$ cat config.mk
export PLATFORM = sky130hd
export DESIGN_NAME = optical_morse_receiver
export DESIGN_NICKNAME = d
export VERILOG_FILES = /design/src/rtl/omr_pkg.sv /design/src/rtl/optical_morse_receiver.sv /design/src/rtl/omr_ctrl.sv /design/src/rtl/omr_datapath.sv
export VERILOG_INCLUDE_DIRS = /design/src /design/src/rtl
export SDC_FILE = /design/constraint.sdc
export NUM_CORES = 1
export LEC_CHECK = 0
export BUFFER_PORTS_ARGS = -buffer_cell sky130_fd_sc_hd__buf_2
export CORE_ASPECT_RATIO = 0.9
export CORE_UTILIZATION = 40
export DETAILED_ROUTE_END_ITERATION = 12
export GPL_TIMING_DRIVEN = 0
export PLACE_DENSITY = 0.68
export REMOVE_ABC_BUFFERS = 1
export SETUP_SLACK_MARGIN = 0.02
export SYNTH_ARGS = -nofsm -noshare
export SYNTH_HDL_FRONTEND = slang
export SYNTH_HIERARCHICAL = 1
export SYNTH_SLANG_ARGS = --single-unit
$ cat constraint.sdc
create_clock -name clock -period 4.7 [get_ports clock]
set_input_delay 1.175 -clock clock [delete_from_list [all_inputs] [get_ports clock]]
set_output_delay 1.175 -clock clock [all_outputs]
set_load 0.005 [all_outputs]
$ cat src/rtl/optical_morse_receiver_assert.svh
// Assertion macros for the optical Morse receiver.
// Included by the top level; no other dependencies.
`ifndef OPTICAL_MORSE_RECEIVER_ASSERT_SVH
`define OPTICAL_MORSE_RECEIVER_ASSERT_SVH

`ifndef SYNTHESIS
// same-cycle implication
`define OMR_ASSERT_IMPLY(label, clk, rst, ante, cons) \
   label: assert property (@(posedge clk) disable iff (rst) (ante) |-> (cons)) \
      else $error("omr assertion failed")
// next-cycle implication
`define OMR_ASSERT_NEXT(label, clk, rst, ante, cons) \
   label: assert property (@(posedge clk) disable iff (rst) (ante) |=> (cons)) \
      else $error("omr assertion failed")
`else
`define OMR_ASSERT_IMPLY(label, clk, rst, ante, cons)
`define OMR_ASSERT_NEXT(label, clk, rst, ante, cons)
`endif

`endif

$ cat src/rtl/omr_pkg.sv
// Shared constants, types and the Morse look-up for the optical Morse receiver.
// No dependencies.
package omr_pkg;

   localparam int FRAME_SAMPLES    = 18;
   localparam int MESSAGE_DEPTH    = 16;
   localparam int STOP_SAMPLES     = 3;
   localparam int LEVEL_WIDTH      = 10;
   localparam int CHAR_WIDTH       = 7;
   localparam int MORSE_MAX_SYMBOLS = 5;
   localparam int MORSE_PAT_WIDTH  = 5;

   localparam int SAMPLE_IDX_WIDTH = $clog2(FRAME_SAMPLES);
   // most triples a trimmed frame can hold
   localparam int MAX_SYMBOLS      = (FRAME_SAMPLES - 1) / 3;
   localparam int GROUP_BITS       = 3 * MAX_SYMBOLS;
   localparam int SYM_COUNT_WIDTH  = ($clog2(MAX_SYMBOLS + 1) > 3) ?
                                     $clog2(MAX_SYMBOLS + 1) : 3;
   localparam int LEN_WIDTH        = $clog2(MESSAGE_DEPTH + 1);
   localparam int ADDR_WIDTH       = (MESSAGE_DEPTH > 1) ? $clog2(MESSAGE_DEPTH) : 1;

   localparam logic [LEVEL_WIDTH-1:0] THRESHOLD_RESET = LEVEL_WIDTH'(3);

   // control codes returned by the look-up
   localparam logic [CHAR_WIDTH-1:0] CODE_NONE      = CHAR_WIDTH'(0);
   localparam logic [CHAR_WIDTH-1:0] CODE_ENTER     = CHAR_WIDTH'(1);
   localparam logic [CHAR_WIDTH-1:0] CODE_CLEAR     = CHAR_WIDTH'(2);
   localparam logic [CHAR_WIDTH-1:0] CODE_BACKSPACE = CHAR_WIDTH'(3);

   typedef enum logic [2:0] {
      EV_STORED    = 3'd0,
      EV_MSG_CHAR  = 3'd1,
      EV_MSG_END   = 3'd2,
      EV_NOT_FOUND = 3'd3,
      EV_FULL      = 3'd4
   } event_type;

   typedef struct packed {
      logic      sample_take;
      logic      decode;
      logic      lookup;
      logic      store_char;
      logic      len_clear;
      logic      len_dec;
      logic      idx_clear;
      logic      idx_inc;
      logic      mem_read;
      logic      out_load;
      event_type out_event;
      logic      out_last;
   } omr_cmd_type;

   typedef struct packed {
      logic frame_close;
      logic code_none;
      logic code_enter;
      logic code_clear;
      logic code_bksp;
      logic store_full;
      logic idx_below_len;
      logic out_free;
   } omr_stat_type;

   // symbol count and pattern (first symbol in the MSB) to ASCII or control code
   function automatic logic [CHAR_WIDTH-1:0] morse_lookup(
      input logic [2:0]                 nsym,
      input logic [MORSE_PAT_WIDTH-1:0] pat
   );
      logic [7:0] key;
      logic [CHAR_WIDTH-1:0] res;
      key = {nsym, pat};
      unique case (key)
         {3'd2, 5'd1}:  res = 7'd65;
         {3'd4, 5'd8}:  res = 7'd66;
         {3'd4, 5'd10}: res = 7'd67;
         {3'd3, 5'd4}:  res = 7'd68;
         {3'd1, 5'd0}:  res = 7'd69;
         {3'd4, 5'd2}:  res = 7'd70;
         {3'd3, 5'd6}:  res = 7'd71;
         {3'd4, 5'd0}:  res = 7'd72;
         {3'd2, 5'd0}:  res = 7'd73;
         {3'd4, 5'd7}:  res = 7'd74;
         {3'd3, 5'd5}:  res = 7'd75;
         {3'd4, 5'd4}:  res = 7'd76;
         {3'd2, 5'd3}:  res = 7'd77;
         {3'd2, 5'd2}:  res = 7'd78;
         {3'd3, 5'd7}:  res = 7'd79;
         {3'd4, 5'd6}:  res = 7'd80;
         {3'd4, 5'd13}: res = 7'd81;
         {3'd3, 5'd2}:  res = 7'd82;
         {3'd3, 5'd0}:  res = 7'd83;
         {3'd1, 5'd1}:  res = 7'd84;
         {3'd3, 5'd1}:  res = 7'd85;
         {3'd4, 5'd1}:  res = 7'd86;
         {3'd3, 5'd3}:  res = 7'd87;
         {3'd4, 5'd9}:  res = 7'd88;
         {3'd4, 5'd11}: res = 7'd89;
         {3'd4, 5'd12}: res = 7'd90;
         {3'd5, 5'd31}: res = 7'd48;
         {3'd5, 5'd15}: res = 7'd49;
         {3'd5, 5'd7}:  res = 7'd50;
         {3'd5, 5'd3}:  res = 7'd51;
         {3'd5, 5'd1}:  res = 7'd52;
         {3'd5, 5'd0}:  res = 7'd53;
         {3'd5, 5'd16}: res = 7'd54;
         {3'd5, 5'd24}: res = 7'd55;
         {3'd5, 5'd28}: res = 7'd56;
         {3'd5, 5'd30}: res = 7'd57;
         {3'd5, 5'd17}: res = CODE_ENTER;
         {3'd5, 5'd19}: res = CODE_CLEAR;
         {3'd5, 5'd23}: res = CODE_BACKSPACE;
         default:       res = CODE_NONE;
      endcase
      return res;
   endfunction

endpackage

$ cat src/rtl/optical_morse_receiver.sv
// Optical Morse receiver, top level. Samples that open or continue a frame are
// taken while idle; a closing sample runs decode, look-up and act, then loads a
// single result, or reads and loads each stored char, then the message end.
// Output register lets the next sample beat in while the last result waits.
// Synchronous active-high reset: idle, empty message, threshold 3; store is
// not cleared (entries are only read below the message length).
`include "optical_morse_receiver_assert.svh"

module optical_morse_receiver import omr_pkg::*; (
   input  logic                   clock,
   input  logic                   reset,
   // sample channel
   input  logic                   req_valid,
   output logic                   req_ready,
   input  logic [LEVEL_WIDTH-1:0] req_light_level,
   // result channel
   output logic                   rsp_valid,
   input  logic                   rsp_ready,
   output logic [2:0]             rsp_event_res,
   output logic [CHAR_WIDTH-1:0]  rsp_char_code,
   output logic                   rsp_last,
   // threshold register
   input  logic                   csr_write_en,
   input  logic [LEVEL_WIDTH-1:0] csr_light_threshold
);

   omr_cmd_type  cmd;
   omr_stat_type stat;

   // controller: sequences decode, look-up, store update and message playback
   omr_ctrl u_ctrl (
      .clock     (clock),
      .reset     (reset),
      .req_valid (req_valid),
      .req_ready (req_ready),
      .stat      (stat),
      .cmd       (cmd)
   );

   // datapath: capture shift, vote, table, store and result register
   omr_datapath u_dp (
      .clock               (clock),
      .reset               (reset),
      .cmd                 (cmd),
      .stat                (stat),
      .light_level         (req_light_level),
      .csr_write_en        (csr_write_en),
      .csr_light_threshold (csr_light_threshold),
      .rsp_ready           (rsp_ready),
      .rsp_valid           (rsp_valid),
      .rsp_event_res       (rsp_event_res),
      .rsp_char_code       (rsp_char_code),
      .rsp_last            (rsp_last)
   );

   // never overwrite a result beat that has not been taken
   `OMR_ASSERT_IMPLY(a_load_free, clock, reset, cmd.out_load, stat.out_free);
   // while samples are taken, any pending result must be the closing one
   `OMR_ASSERT_IMPLY(a_idle_last, clock, reset, req_ready && rsp_valid, rsp_last);
   // a char is only stored below the store depth
   `OMR_ASSERT_IMPLY(a_store_room, clock, reset, cmd.store_char, !stat.store_full);
   // a closing sample stops sample intake on the next cycle
   `OMR_ASSERT_NEXT(a_close_busy, clock, reset,
      req_valid && req_ready && stat.frame_close, !req_ready);

endmodule

$ cat src/rtl/omr_ctrl.sv
// Sequencing state machine for the optical Morse receiver.
// Depends on omr_pkg; drives omr_datapath through command/status structs.
module omr_ctrl import omr_pkg::*; (
   input  logic         clock,
   input  logic         reset,
   input  logic         req_valid,
   output logic         req_ready,
   input  omr_stat_type stat,
   output omr_cmd_type  cmd
);

   typedef enum logic [7:0] {
      ST_IDLE   = 8'b0000_0001,
      ST_DECODE = 8'b0000_0010,
      ST_LOOKUP = 8'b0000_0100,
      ST_ACT    = 8'b0000_1000,
      ST_READ   = 8'b0001_0000,
      ST_CHAR   = 8'b0010_0000,
      ST_END    = 8'b0100_0000,
      ST_SINGLE = 8'b1000_0000
   } state_type;

   state_type state_ff, state_in;
   event_type single_ev_ff, single_ev_in;

   always_comb begin
      state_in     = state_ff;
      single_ev_in = single_ev_ff;
      cmd          = '0;
      cmd.out_event = EV_STORED;
      req_ready    = 1'b0;
      unique case (state_ff)
         ST_IDLE: begin
            req_ready       = 1'b1;
            cmd.sample_take = req_valid;
            if (req_valid && stat.frame_close) begin
               state_in = ST_DECODE;
            end
         end
         ST_DECODE: begin
            cmd.decode = 1'b1;
            state_in   = ST_LOOKUP;
         end
         ST_LOOKUP: begin
            cmd.lookup = 1'b1;
            state_in   = ST_ACT;
         end
         ST_ACT: begin
            if (stat.code_none) begin
               single_ev_in = EV_NOT_FOUND;
               state_in     = ST_SINGLE;
            end else if (stat.code_enter) begin
               cmd.idx_clear = 1'b1;
               state_in      = ST_READ;
            end else if (stat.code_clear) begin
               cmd.len_clear = 1'b1;
               cmd.idx_clear = 1'b1;
               state_in      = ST_READ;
            end else if (stat.code_bksp) begin
               cmd.len_dec   = 1'b1;
               cmd.idx_clear = 1'b1;
               state_in      = ST_READ;
            end else if (stat.store_full) begin
               single_ev_in = EV_FULL;
               state_in     = ST_SINGLE;
            end else begin
               cmd.store_char = 1'b1;
               single_ev_in   = EV_STORED;
               state_in       = ST_SINGLE;
            end
         end
         ST_READ: begin
            if (stat.idx_below_len) begin
               cmd.mem_read = 1'b1;
               state_in     = ST_CHAR;
            end else begin
               state_in = ST_END;
            end
         end
         ST_CHAR: begin
            if (stat.out_free) begin
               cmd.out_load  = 1'b1;
               cmd.out_event = EV_MSG_CHAR;
               cmd.idx_inc   = 1'b1;
               state_in      = ST_READ;
            end
         end
         ST_END: begin
            if (stat.out_free) begin
               cmd.out_load  = 1'b1;
               cmd.out_event = EV_MSG_END;
               cmd.out_last  = 1'b1;
               cmd.len_clear = stat.code_enter;
               state_in      = ST_IDLE;
            end
         end
         ST_SINGLE: begin
            if (stat.out_free) begin
               cmd.out_load  = 1'b1;
               cmd.out_event = single_ev_ff;
               cmd.out_last  = 1'b1;
               state_in      = ST_IDLE;
            end
         end
         default: begin
            state_in = ST_IDLE;
         end
      endcase
   end

   always_ff @(posedge clock) begin
      if (reset) begin
         state_ff <= ST_IDLE;
      end else begin
         state_ff <= state_in;
      end
   end

   always_ff @(posedge clock) begin
      single_ev_ff <= single_ev_in;
   end

endmodule

$ cat src/rtl/omr_datapath.sv
// Sample capture, frame decode, message store and result register.
// Depends on omr_pkg; commanded by omr_ctrl.
module omr_datapath import omr_pkg::*; (
   input  logic                   clock,
   input  logic                   reset,
   input  omr_cmd_type            cmd,
   output omr_stat_type           stat,
   input  logic [LEVEL_WIDTH-1:0] light_level,
   input  logic                   csr_write_en,
   input  logic [LEVEL_WIDTH-1:0] csr_light_threshold,
   input  logic                   rsp_ready,
   output logic                   rsp_valid,
   output logic [2:0]             rsp_event_res,
   output logic [CHAR_WIDTH-1:0]  rsp_char_code,
   output logic                   rsp_last
);

   logic [LEVEL_WIDTH-1:0]      threshold_ff, threshold_in;
   logic                        capturing_ff, capturing_in;
   logic [SAMPLE_IDX_WIDTH-1:0] count_ff, count_in;
   logic [FRAME_SAMPLES-1:0]    bits_ff, bits_in;
   logic [SYM_COUNT_WIDTH-1:0]  sym_count_ff;
   logic [MORSE_PAT_WIDTH-1:0]  pat_ff;
   logic                        frame_ok_ff;
   logic [CHAR_WIDTH-1:0]       code_ff;
   logic [LEN_WIDTH-1:0]        msg_len_ff, msg_len_in;
   logic [LEN_WIDTH-1:0]        idx_ff, idx_in;
   logic [CHAR_WIDTH-1:0]       rd_ff;
   logic [CHAR_WIDTH-1:0]       mem [MESSAGE_DEPTH];
   logic                        rsp_valid_ff, rsp_valid_in;
   event_type                   rsp_event_ff;
   logic [CHAR_WIDTH-1:0]       rsp_char_ff, out_char;
   logic                        rsp_last_ff;

   logic                        lit;
   logic                        found;
   logic [SAMPLE_IDX_WIDTH-1:0] last_lit, frame_len;
   logic                        len_valid, frame_ok;
   logic [GROUP_BITS-1:0]       kept;
   logic [MAX_SYMBOLS-1:0]      sym, started;
   logic [SYM_COUNT_WIDTH-1:0]  sym_count;
   logic [MORSE_PAT_WIDTH-1:0]  pat;

   assign lit = light_level > threshold_ff;

   // capture
   always_comb begin
      threshold_in = csr_write_en ? csr_light_threshold : threshold_ff;
      capturing_in = capturing_ff;
      count_in     = count_ff;
      bits_in      = bits_ff;
      if (cmd.sample_take) begin
         if (!capturing_ff) begin
            if (lit) begin
               capturing_in = 1'b1;
               count_in     = '0;
               bits_in      = '0;
            end
         end else begin
            if (lit) begin
               bits_in[count_ff] = 1'b1;
            end
            if (count_ff == SAMPLE_IDX_WIDTH'(FRAME_SAMPLES - 1)) begin
               capturing_in = 1'b0;
               count_in     = '0;
            end else begin
               count_in = count_ff + 1'b1;
            end
         end
      end
   end

   // trim and majority vote
   always_comb begin
      last_lit = '0;
      found    = 1'b0;
      for (int i = 0; i < FRAME_SAMPLES; i++) begin
         if (bits_ff[i]) begin
            last_lit = SAMPLE_IDX_WIDTH'(i);
            found    = 1'b1;
         end
      end
      len_valid = found && (last_lit > SAMPLE_IDX_WIDTH'(STOP_SAMPLES - 1));
      frame_len = last_lit - SAMPLE_IDX_WIDTH'(STOP_SAMPLES - 1);
      for (int k = 0; k < GROUP_BITS; k++) begin
         kept[k] = bits_ff[k] && (SAMPLE_IDX_WIDTH'(k) < frame_len);
      end
      for (int j = 0; j < MAX_SYMBOLS; j++) begin
         sym[j] = (kept[3*j] & kept[3*j+1]) | (kept[3*j] & kept[3*j+2]) |
                  (kept[3*j+1] & kept[3*j+2]);
         started[j] = SAMPLE_IDX_WIDTH'(3*j) < frame_len;
      end
      sym_count = SYM_COUNT_WIDTH'($countones(started));
      pat = '0;
      for (int j = 0; j < MAX_SYMBOLS; j++) begin
         if (started[j]) begin
            pat = {pat[MORSE_PAT_WIDTH-2:0], sym[j]};
         end
      end
      frame_ok = len_valid && (sym_count <= SYM_COUNT_WIDTH'(MORSE_MAX_SYMBOLS));
   end

   // message length and read index
   always_comb begin
      msg_len_in = msg_len_ff;
      if (cmd.len_clear) begin
         msg_len_in = '0;
      end else if (cmd.len_dec && msg_len_ff != '0) begin
         msg_len_in = msg_len_ff - 1'b1;
      end else if (cmd.store_char) begin
         msg_len_in = msg_len_ff + 1'b1;
      end
      idx_in = idx_ff;
      if (cmd.idx_clear) begin
         idx_in = '0;
      end else if (cmd.idx_inc) begin
         idx_in = idx_ff + 1'b1;
      end
   end

   // result register
   always_comb begin
      case (cmd.out_event)
         EV_MSG_CHAR:         out_char = rd_ff;
         EV_STORED, EV_FULL:  out_char = code_ff;
         default:             out_char = '0;
      endcase
      rsp_valid_in = rsp_valid_ff;
      if (cmd.out_load) begin
         rsp_valid_in = 1'b1;
      end else if (rsp_ready) begin
         rsp_valid_in = 1'b0;
      end
   end

   always_ff @(posedge clock) begin
      if (reset) begin
         threshold_ff <= THRESHOLD_RESET;
         capturing_ff <= 1'b0;
         count_ff     <= '0;
         bits_ff      <= '0;
         msg_len_ff   <= '0;
         rsp_valid_ff <= 1'b0;
      end else begin
         threshold_ff <= threshold_in;
         capturing_ff <= capturing_in;
         count_ff     <= count_in;
         bits_ff      <= bits_in;
         msg_len_ff   <= msg_len_in;
         rsp_valid_ff <= rsp_valid_in;
      end
   end

   always_ff @(posedge clock) begin
      idx_ff <= idx_in;
      if (cmd.decode) begin
         sym_count_ff <= sym_count;
         pat_ff       <= pat;
         frame_ok_ff  <= frame_ok;
      end
      if (cmd.lookup) begin
         code_ff <= frame_ok_ff ? morse_lookup(sym_count_ff[2:0], pat_ff) : CODE_NONE;
      end
      if (cmd.out_load) begin
         rsp_event_ff <= cmd.out_event;
         rsp_char_ff  <= out_char;
         rsp_last_ff  <= cmd.out_last;
      end
   end

   // message store
   always_ff @(posedge clock) begin
      if (cmd.store_char) begin
         mem[msg_len_ff[ADDR_WIDTH-1:0]] <= code_ff;
      end
      if (cmd.mem_read) begin
         rd_ff <= mem[idx_ff[ADDR_WIDTH-1:0]];
      end
   end

   always_comb begin
      stat.frame_close   = capturing_ff &&
                           (count_ff == SAMPLE_IDX_WIDTH'(FRAME_SAMPLES - 1));
      stat.code_none     = code_ff == CODE_NONE;
      stat.code_enter    = code_ff == CODE_ENTER;
      stat.code_clear    = code_ff == CODE_CLEAR;
      stat.code_bksp     = code_ff == CODE_BACKSPACE;
      stat.store_full    = msg_len_ff == LEN_WIDTH'(MESSAGE_DEPTH);
      stat.idx_below_len = idx_ff < msg_len_ff;
      stat.out_free      = !rsp_valid_ff || rsp_ready;
   end

   assign rsp_valid     = rsp_valid_ff;
   assign rsp_event_res = rsp_event_ff;
   assign rsp_char_code = rsp_char_ff;
   assign rsp_last      = rsp_last_ff;

endmodule

==> flow_summary.ini <==
[clock_network]
h-tree-depth = 1
cts.clk_slew.worst_paths_ns = 0.06
cts_tree = done
numCtsBuffers = 21
cts_sinks = 201
cts_hold_buf = 0
root_buffer = clkbuf_16
clock_latency_ns = 0.49
cts_buffer_depth = 3

[detailed_routing]
vias_per_cell = 5.636
detail-route-antenna-nets = 0
drt_pass1_iterations = 4
wl_per_cell_um = 17.50
via_count = 6448
drtIter0Drc = 644
drc = 0
routed_wl_um = 20020

[finish]
diodes = 0
layout-drive-gt1-share = 0.1508
seq_area_um2 = 5508
final_cells = 1144
nets = 886
multi_input_area_um2 = 3979
syn_to_final_growth_pct = 11.29
fill_cells = 2069
final_core_util = 0.4594

[global_routing]
antenna_found_initial = 0
grt_max_degree = 33
grt_pass1_vias = 6037
grt_pass1_wl_um = 32040
grt_overflow = 0
track_usage = 0.1604

[timing]
slew_viol_final = 0
worst_slack_ns = 0.3770
worst_slew_pin_slew_ns = 1.318
clock-skew-final_ns = 0.007419
relSlewSlack = 0.1143
period_share = 0.9198
setup_tns_ns = 0
rsz0062_at_grt = no
fmax_mhz = 231.3
fin_crit_ns = 4.323
hold_viol = 0
finalSetupViolCount = 0

[placement]
pre_cts_ws_ns = 0.1446
gp_congestion = 0.8195
dp_hpwl_um = 13630
io_buffers = 37
post-place-cells = 1109

[run_status]
status = complete, no violations

[die]
core_um2 = 23670
num_io_pins = 38
start_util = 0.4128
fp.dieW_um = 166.8
rows = 53
dieArea_um2 = 25060
dieHeight_um = 150.3

[pwr]
p_per_area_nw_per_um2 = 329.2
p_total_mw = 3.580
ir_drop_mv = 0.2056
leakage_nw = 3.615

[logic_synthesis]
ys_warn_count = 6
synth_common_cells = edfxtp_1, nor2_1, a21oi_1
ys_seq_area_frac = 0.5633
async_reset_ff_frac = 0
syn_avg_cell_area_um2 = 12.16
syn-instance-count = 804
synthTopCellsByArea = edfxtp_1, dfxtp_1, mux4_2
yosysTopAreaCellShare = 0.4547
synth_most_common_cell = edfxtp_1
syn-cell-area_um2 = 9773
synth_area_leader_cell = edfxtp_1
synth_seq_cells = 201
synth_flop_cell = edfxtp_1
synthDistinctLibCells = 79
synth-edff-count = 148

[setup_path]
crit_arrival_ns = 4.56
cp-end-kind = flop
cp-start-kind = flop
crit_required_ns = 4.94
criticalPathCategory = reg -> reg
critical_path_peak_fanout = 11

[min_path]
hp-class = reg -> reg

[run]
timing.max_cap.violations = 0
-- layout by cell type (no fill, tap or decap), drive strengths merged, types with 7 or more instances in the layout --
cell and n:
dfxtp 53, mux2i 13, nand4 8, nor3 33, nor2 94, buf 38
nand3 21, clkbuf 26, nor2b 21, nor4 7, o21ai 22, xnor2 8
and3 10, ha 28, nand2b 11, inv 45, nor3b 8, xor2 10
mux4 35, a31oi 17, edfxtp 148, nand2 33, a21oi 57
-- metal layers --
| metal | vias to the layer above | GRT usage | share of wire |
|---|---|---|---|
| met5 | - | 0 | 0 |
| met4 | 0 | 0.03704 | 0.019 |
| met3 | 28 | 0.02734 | 0.050 |
| met2 | 186 | 0.2651 | 0.46 |
| met1 | 3137 | 0.2217 | 0.47 |
| li1 | 3097 | - | - |
-- metrics by stage --
step / hold slack (ns) / area (µm²)
3_5_place_dp: 0.4817 / 10230
6_report: 0.4835 / 10880
5_1_grt: 0.5261 / 10880
2_1_floorplan: 0.4447 / 9635
4_1_cts: 0.4905 / 10870
3_3_place_gp: 0.4673 / 10200
-- cell type report --
cell class                      count  share of cell area
Timing Repair Buffer               38             0.01887
Tap cell                          302             0.03474
Clock buffer                       26             0.05004
Sequential cell                   201              0.5064
Multi-Input combinational cell    525              0.3658
Inverter                           43             0.01484
Clock inverter                      9            0.009318
-- critical path, cell delays in order, from the launching register on --
cell,delay (ns)
dfxtp_1,0.38
nor2_1,0.22
o311ai_0,0.22
and2_1,0.19
o31ai_1,0.53
ha_1,0.45
xor2_2,0.21
a21oi_2,0.41
inv_1,0.18
fa_1,0.48
fa_1,0.41
ha_1,0.32
a21oi_1,0.07
-- logic make-up (layout without fill, tap and decap cells) --
group | count (synthesis) | count (layout) | share of synthesized area
xor gates and xnor gates | 18 | 18 | 0.01690
buffers and inverters | 78 | 116 | 0.03060
AOI/OAI and AO/OA | 155 | 155 | 0.1060
and+or+nand+nor | 271 | 271 | 0.1451
muxes | 48 | 48 | 0.09397
DFF | 201 | 201 | 0.5633
adders and majority gates | 33 | 33 | 0.04417
-- registers in the layout, summed over array words and instances (netlist names) --
| name | count |
|---|---|
| u_dp/code_ff | 7 |
| u_dp/threshold_ff | 10 |
| u_dp/rsp_valid | 1 |
| u_dp/rsp_char_code | 7 |
| u_dp/bits_ff | 18 |
| u_dp/rsp_last | 1 |
| u_dp/count_ff | 5 |
| u_dp/pat_ff | 5 |
| u_ctrl/single_ev_ff | 2 |
| u_ctrl/state_ff | 8 |
| u_dp/capturing_ff | 1 |
| u_dp/rd_ff | 7 |
| u_dp/rsp_event_res | 3 |
| u_dp/sym_count_ff | 3 |
| u_dp/idx_ff | 5 |
| u_dp/msg_len_ff | 5 |
| u_dp/frame_ok_ff | 1 |
| u_dp/mem | 112 |
-- power breakdown --
part / switching [mW] / leakage (nW) / internal [mW]
clock: 0.642 / 0.311 / 0.931
combinational: 0.0634 / 1.55 / 0.0435
sequential: 0.0101 / 1.75 / 1.89
-- final timing paths --
kind | slack, ns | cells past startpoint | end | start
worst min-delay path | 0.48 | 2 | u_dp/threshold_ff[1]$_SDFFE_PP1P_ | u_dp/threshold_ff[1]$_SDFFE_PP1P_
worst max-delay path | 0.38 | 12 | u_dp/frame_ok_ff$_DFFE_PP_ | u_dp/bits_ff[10]$_SDFFE_PP0P_
worst max register to register | 0.38 | 12 | u_dp/frame_ok_ff$_DFFE_PP_ | u_dp/bits_ff[10]$_SDFFE_PP0P_
worst min register to register | 0.48 | 2 | u_dp/threshold_ff[1]$_SDFFE_PP1P_ | u_dp/threshold_ff[1]$_SDFFE_PP1P_
-- timing repair --
action,4_1_cts,5_1_grt
buffers inserted,0,0
setup endpoints to repair,0,3
gates resized for setup,0,1
(Power assumes the default switching activity.)
